[config.mk]
export PLATFORM = sky130hd
export DESIGN_NAME = mipsx_ctrl
export DESIGN_NICKNAME = d
export VERILOG_FILES = /design/src/rtl/core/mipsx_pkg.sv /design/src/rtl/core/mipsx_ctrl.sv
export SDC_FILE = /design/constraint.sdc
export NUM_CORES = 1
export LEC_CHECK = 0
export ABC_AREA = 1
export BUFFER_PORTS_ARGS = -buffer_cell sky130_fd_sc_hd__buf_2
export CORE_AREA = 2 2 39 41
export CTS_CLUSTER_SIZE = 16
export DETAILED_ROUTE_END_ITERATION = 10
export DIE_AREA = 0 0 41 43
export GPL_ROUTABILITY_DRIVEN = 0
export GPL_TIMING_DRIVEN = 0
export PLACE_DENSITY = 0.48
export SKIP_LAST_GASP = 1
export SYNTH_ARGS = -nofsm -noshare
export SYNTH_HDL_FRONTEND = slang
export SYNTH_SLANG_ARGS = --single-unit
[constraint.sdc]
create_clock -name clk -period 1.7 [get_ports clk]
set_clock_uncertainty 0.15 [all_clocks]
set_input_delay 0.17 -clock clk [delete_from_list [all_inputs] [get_ports clk]]
set_output_delay 0.17 -clock clk [all_outputs]
set_load 0.005 [all_outputs]
[src/rtl/core/mipsx_pkg.sv]
package mipsx_pkg;

  localparam logic [31:0] UPPER_MASK     = 32'hF000_0000;
  localparam logic [31:0] GP_RESET       = 32'h0000_1800;
  localparam logic [31:0] SP_RESET       = 32'h0000_3FFC;
  localparam logic [31:0] PC_LIMIT_RESET = 32'h0000_0044;

  localparam logic [4:0] REG_V0 = 5'd2;
  localparam logic [4:0] REG_A0 = 5'd4;
  localparam logic [4:0] REG_GP = 5'd28;
  localparam logic [4:0] REG_SP = 5'd29;
  localparam logic [4:0] REG_RA = 5'd31;

  localparam logic [5:0] OP_SPECIAL = 6'h00, OP_J = 6'h02, OP_JAL = 6'h03, OP_BEQ = 6'h04,
                         OP_BNE = 6'h05, OP_BLEZ = 6'h06, OP_BGTZ = 6'h07, OP_ADDI = 6'h08,
                         OP_ADDIU = 6'h09, OP_SLTI = 6'h0A, OP_SLTIU = 6'h0B, OP_ANDI = 6'h0C,
                         OP_ORI = 6'h0D, OP_XORI = 6'h0E, OP_LUI = 6'h0F, OP_LB = 6'h20,
                         OP_LH = 6'h21, OP_LW = 6'h23, OP_LBU = 6'h24, OP_LHU = 6'h25,
                         OP_SB = 6'h28, OP_SH = 6'h29, OP_SW = 6'h2B;
  localparam logic [5:0] F_SLL = 6'h00, F_SRL = 6'h02, F_SRA = 6'h03,
                         F_JR = 6'h08, F_SYSCALL = 6'h0C, F_MFHI = 6'h10, F_MFLO = 6'h12,
                         F_MULT = 6'h18, F_DIV = 6'h1A, F_ADD = 6'h20, F_ADDU = 6'h21,
                         F_SUB = 6'h22, F_AND = 6'h24, F_OR = 6'h25, F_XOR = 6'h26,
                         F_NOR = 6'h27, F_SLT = 6'h2A, F_SLTU = 6'h2B;
  localparam logic [31:0] SC_PINT = 32'd1, SC_PSTR = 32'd4, SC_EXIT = 32'd10;

  localparam logic [1:0] SZ_BYTE = 2'd0;
  localparam logic [1:0] SZ_HALF = 2'd1;
  localparam logic [1:0] SZ_WORD = 2'd2;

  localparam logic [1:0] MEM_NONE  = 2'd0;
  localparam logic [1:0] MEM_LOAD  = 2'd1;
  localparam logic [1:0] MEM_STORE = 2'd2;

  localparam logic [2:0] ST_OK       = 3'd0;
  localparam logic [2:0] ST_BAD_OPC  = 3'd1;
  localparam logic [2:0] ST_BAD_FN   = 3'd2;
  localparam logic [2:0] ST_HALTED   = 3'd3;
  localparam logic [2:0] ST_LOAD_SEQ = 3'd4;

  localparam logic [2:0] SYS_NONE  = 3'd0;
  localparam logic [2:0] SYS_PINT  = 3'd1;
  localparam logic [2:0] SYS_PSTR  = 3'd2;
  localparam logic [2:0] SYS_EXIT  = 3'd3;
  localparam logic [2:0] SYS_UNK   = 3'd4;

  typedef struct packed {
    logic [31:0] next_pc;
    logic [1:0]  mem_kind;
    logic [31:0] mem_addr;
    logic [1:0]  acc_size;
    logic [31:0] store_data;
    logic        reg_write;
    logic [4:0]  reg_index;
    logic [31:0] reg_value;
    logic [2:0]  sys_event;
    logic [31:0] sys_arg;
    logic [2:0]  status;
  } result_t;

  typedef struct packed {
    logic start;   // latch item, read operands
    logic exec;    // evaluate, maybe launch multiply/divide
    logic commit;  // write back state, form result
  } cmd_t;

  typedef struct packed {
    logic long_op;  // mult/div needs the iterative unit
    logic md_done;
  } sts_t;

endpackage

[src/rtl/core/mipsx_ctrl.sv]
module mipsx_ctrl
  import mipsx_pkg::*;
(
  input  logic clk,
  input  logic rst_n,
  input  logic in_fire,
  input  logic out_free,
  input  sts_t sts,
  output cmd_t cmd,
  output logic busy
);

  typedef enum logic [4:0] {
    S_IDLE = 5'b00001,
    S_RD   = 5'b00010,
    S_EX   = 5'b00100,
    S_MD   = 5'b01000,
    S_WB   = 5'b10000
  } state_t;

  state_t state_r, state_nxt;

  always_comb begin
    state_nxt = state_r;
    unique case (state_r)
      S_IDLE: if (in_fire) state_nxt = S_RD;
      S_RD:   state_nxt = S_EX;
      S_EX:   state_nxt = sts.long_op ? S_MD : S_WB;
      S_MD:   if (sts.md_done) state_nxt = S_WB;
      S_WB:   if (out_free) state_nxt = S_IDLE;
      default: state_nxt = S_IDLE;
    endcase
  end

  always_ff @(posedge clk) begin
    if (!rst_n) state_r <= S_IDLE;
    else        state_r <= state_nxt;
  end

  assign cmd.start  = in_fire;
  assign cmd.exec   = (state_r == S_RD);
  assign cmd.commit = (state_r == S_WB) && out_free;
  assign busy       = (state_r != S_IDLE);

endmodule

-- After elaboration in Yosys (flattened, before gate mapping)
Cells that the tools add are included.
- equality and inequality tests: 9
- multiplexer cells: 5
- reduce and logical (&&, ||, !) cells: 2
- operators with widths (cell ; count):
    $pmux W5 S5 ; 1
    $mux W5 ; 4
    $ne A2 B2 Y1 const B ; 3
    $eq A5 B1 Y1 const B ; 1
    $eq A5 B2 Y1 const B ; 1
    $eq A5 B3 Y1 const B ; 1
    $eq A5 B4 Y1 const B ; 1
    $eq A5 B5 Y1 const B ; 1
    $ne A5 B1 Y1 const B ; 1
    $reduce_and A3 Y1 ; 1
    $logic_and A1 B1 Y1 ; 1
- register bits after elaboration: 5
- input bits: 6
- output and inout port bits: 4
- logic and storage cells: 17

-- Logic depth before layout (Yosys ltp)
- word-level depth: 3
- gate-level depth with buffers: 6

-- Least setup slack after synthesis
No wires, ideal clock.
- kind: register to output
- start: register state_r[2]
- end: output port cmd[1] (netlist bit)
- arrival: 0.769 ns
- data required time: 1.380 ns
- setup slack: 0.611 ns
- cell stages (with the launch flop): 5
- path buffers: 1
- cell sequence: dfxtp_1 nor2_2 nand4_1 inv_1 buf_4
- RTL lines (item ; RTL line ; source):
    from (decl) ; mipsx_ctrl.sv:21 ; state_t state_r, state_nxt;
    from (signal assigned) ; mipsx_ctrl.sv:37 ; else state_r <= state_nxt;
    to (decl) ; mipsx_ctrl.sv:9 ; output cmd_t cmd,

==> run_results.csv <==
group,metric,value,unit
synth,synth_top_area_cell,"sky130_fd_sc_hd__dfxtp_1",
clocking,clk_latency,0.24,ns
setup_path,worst-endpoint-required,1.38,ns
setup_path,setup.reg_to_reg.worst_slack,0.50,ns
floorplanning,initial_utilization,21.52,%
synth,post_synthesis_cell_area,297.8,sq um
routing,residual_drc,0,
synth,synth_top_area_share,33.61,%
grt,grt.met2_usage,13.44,%
routing,postRouteAntennaNets,0,
sta,number_of_pins_with_negative_max_slew_slack_in_the_final_report,0,
synth,async_reset_ff_share,0,%
sta,worstMarginPinSlew,0.2913,ns
min_path,worstHoldPathCells,3,
sta,hold_viol_final,0,
sta,timing.max_slew.rel_slack,80.43,%
power,power.total,550.1,uW
routing,drt_pre_antenna_iters,4,
synth,syn-mean-instance-area,6.768,sq um
setup_path,start_kind,"flip-flop",
clocking,hold_buffers,0,
min_path,hp-start,"rst_n",
setup_path,slowest_delay,0.32,ns
synth,synth.cells.most_frequent,"8 x sky130_fd_sc_hd__inv_1, 7 x sky130_fd_sc_hd__nand3_1, 6 x sky130_fd_sc_hd__nor2_1",
setup_path,startpoint_of_the_worst_register_to_register_path,"state_r[0]",
sta,finalCritPeriodShare,90.11,%
grt,grt_overflow,0,
setup_path,top_delay_family_on_crit_path,"simple AND/OR/NAND/NOR gates",
synth,synth_seq_cells,5,
sta,setup-violations-final,0,
clocking,cts-root-to-sink-buffers,2,
run_status,run_status,"finished, final reports clean",
clocking,clock_pin_slew_reported_for_the_worst_setup_and_hold_paths_after_clock_tree_synthesis,0.04,ns
synth,synth_edf_count,0,
routing,drt-initial-drc-count,9,
synth,syn-num-nets,50,
floorplanning,std_cell_rows,14,
finish,area_delta_synth_final,30.67,%
sta,grt_setup_unrepaired,"false",
min_path,min_delay_worst_endpoint,"state_r[2]",
clocking,cts_resized,0,
clocking,ctsHtreeMaxLevel,1,
setup_path,timing_worst_setup_path_type,"reg2out",
synth,yosys_warnings,0,
finish,finish.net_count,64,
sta,layout_min_cycle_time,1.532,ns
synth,syn_inst,44,
clocking,clk_root_buffer_cell,"sky130_fd_sc_hd__clkbuf_4",
synth,cell_types_occupying_the_most_area_after_synthesis,"sky130_fd_sc_hd__dfxtp_1 34%, sky130_fd_sc_hd__nand3_1 12%, sky130_fd_sc_hd__inv_1 10%, sky130_fd_sc_hd__nand4_1 8.4%, sky130_fd_sc_hd__nor2_1 7.6%",
grt,grt_pass1_vias,299,
floorplanning,floorplan.die.width,41,um
floorplanning,core_region_area,0.001384,sq mm
clocking,clock_sink_count,5,
run,cap_violations,0,
setup_path,worst-path-buf-inv,3,
finish,number_of_flip_flops_under_the_largest_register_name,5,
routing,viasPerCell,4.548,
grt,grt_busiest_layer,"met2",
setup_path,crit_arrival,1.21,ns
floorplanning,ios,10,
grt,grt_first_pass_wirelength,1.117,mm
finish,largest_register,"state_r",
floorplanning,die_area,0.001763,sq mm
setup_path,path_max_fanout,5,
setup_path,crit_path_top_delay_cell,"sky130_fd_sc_hd__dfxtp_1",
grt,groute.layer.met1.usage,10.32,%
clocking,cts_inserted_buffers,3,
placement,numPortBuffers,9,
power,cellPowerDensity,1414,mW/mm^2
finish,fraction_of_layout_instances_using_a_drive_strength_above_1,31.58,%
finish,biggestRegsByFlops,"state_r (5)",
synth,synth.most_common_cell,"sky130_fd_sc_hd__inv_1",
routing,wl,628,um
setup_path,worst_setup_path_end_kind,"output port",
power,ir_worst_vdd,443.6,uV
grt,met3_usage,3.141,%
setup_path,timing.rr.end,"state_r[0]",
sta,fmax,652.8,MHz
grt,grt_start_max_net_pins,6,
finish,antenna-diode-count,0,
routing,drt-wirelength-per-cell,8.603,um
synth,synth_sequential_area_ratio,33.61,%
clocking,cts_setup_buffers,0,
power,total_leakage_power,0.0002133,uW
synth,ys_dominant_reg_cell,"sky130_fd_sc_hd__dfxtp_1",
setup_path,critical_path.cell_chain,"nor2_2 > nand4_1 > inv_1 > buf_4 > buf_2",
setup_path,reg2reg_depth,4,
floorplanning,floorplan.die.height,43,um
synth,synth.lib_cells_used.distinct,13,
clocking,tritoncts_clock_tree,"yes",
placement,place.detailed.hpwl,531.6,um
grt,antenna_found_initial,0,
grt,track_usage,9.648,%
routing,via_count,332,
min_path,worstHoldPathType,"in2reg",
sta,fin_setup_tns,0,ns
placed cells by master, fill, tap and decap left out:
cell type                  netlist  routed
sky130_fd_sc_hd__nand3b_1        1       1
sky130_fd_sc_hd__nor3_1          2       2
sky130_fd_sc_hd__nand2_1         3       3
sky130_fd_sc_hd__nor2_1          6       6
sky130_fd_sc_hd__dfxtp_1         5       5
sky130_fd_sc_hd__a21oi_1         1       1
sky130_fd_sc_hd__clkbuf_4        0       3
sky130_fd_sc_hd__clkbuf_1        0       1
sky130_fd_sc_hd__inv_1           8       8
sky130_fd_sc_hd__nand3_2         1       1
sky130_fd_sc_hd__nand3_1         7       7
sky130_fd_sc_hd__buf_2           0       9
sky130_fd_sc_hd__nor2_2          3       3
sky130_fd_sc_hd__o21bai_1        1       1
sky130_fd_sc_hd__nand4_1         4       4
sky130_fd_sc_hd__buf_4           2       2
worst min-delay path, delay by kind of cell:
| kind | cells | cell delay (ns) |
|---|---|---|
| buf+inv | 2 | 0.15 |
| simple gates | 1 | 0.09 |
kinds of logic after synthesis:
| kind of cell | after synthesis | synth area share [%] |
|---|---|---|
| flops | 5 | 33.61 |
| buf+inv | 10 | 15.12 |
| simple gates | 27 | 47.06 |
| compound gates | 2 | 4.201 |
final cells by class:
type,instances,area (sq um)
Timing Repair Buffer,9,45.04
Inverter,8,30.03
Tap cell,16,20.02
Clock buffer,4,26.28
Sequential cell,5,100.1
Buffer,2,15.01
Multi-Input combinational cell,29,152.6
Fill cell,158,994.7
through the flow:
stage / instances / cell area, sq um / setup slack (ns) / util (%) / hold slack [ns]
after floorplan: 44 / 297.8 / 0.6108 / - / 0.1713
after global placement: 69 / 362.8 / 0.4100 / 26.22 / 0.3148
after detailed placement: 69 / 362.8 / 0.4229 / 26.22 / 0.3090
after CTS: 73 / 389.1 / 0.1478 / 28.12 / 0.05220
after global routing: 73 / 389.1 / 0.04850 / 28.12 / 0.05507
final: 73 / 389.1 / 0.1682 / 28.12 / 0.05323
per-layer routing:
metal / wire, um / part of all wire, %
met3: 52 / 8.3
met4: 20 / 3.2
met2: 276 / 44
met1: 278 / 44
met5: 0 / 0
power by group:
part	total, uW	internal [uW]	switching [uW]
logic	223	94.0	129
clock network	138	88.8	49.6
registers	189	152	36.9
worst max-delay path by stage:
| stage | startpoint | end | slack, ns | depth (start not counted) |
|---|---|---|---|---|
| after global placement | state_r[2] | cmd[1] | 0.41 | 5 |
| after CTS | state_r[2] | cmd[1] | 0.15 | 5 |
| after detailed placement | state_r[2] | cmd[1] | 0.42 | 5 |
| final | state_r[2] | cmd[1] | 0.17 | 5 |
| after global routing | state_r[2] | cmd[1] | 0.05 | 5 |
| after floorplan | state_r[2] | cmd[1] | 0.61 | 4 |
No activity file was read; power rests on OpenSTA's default activity.
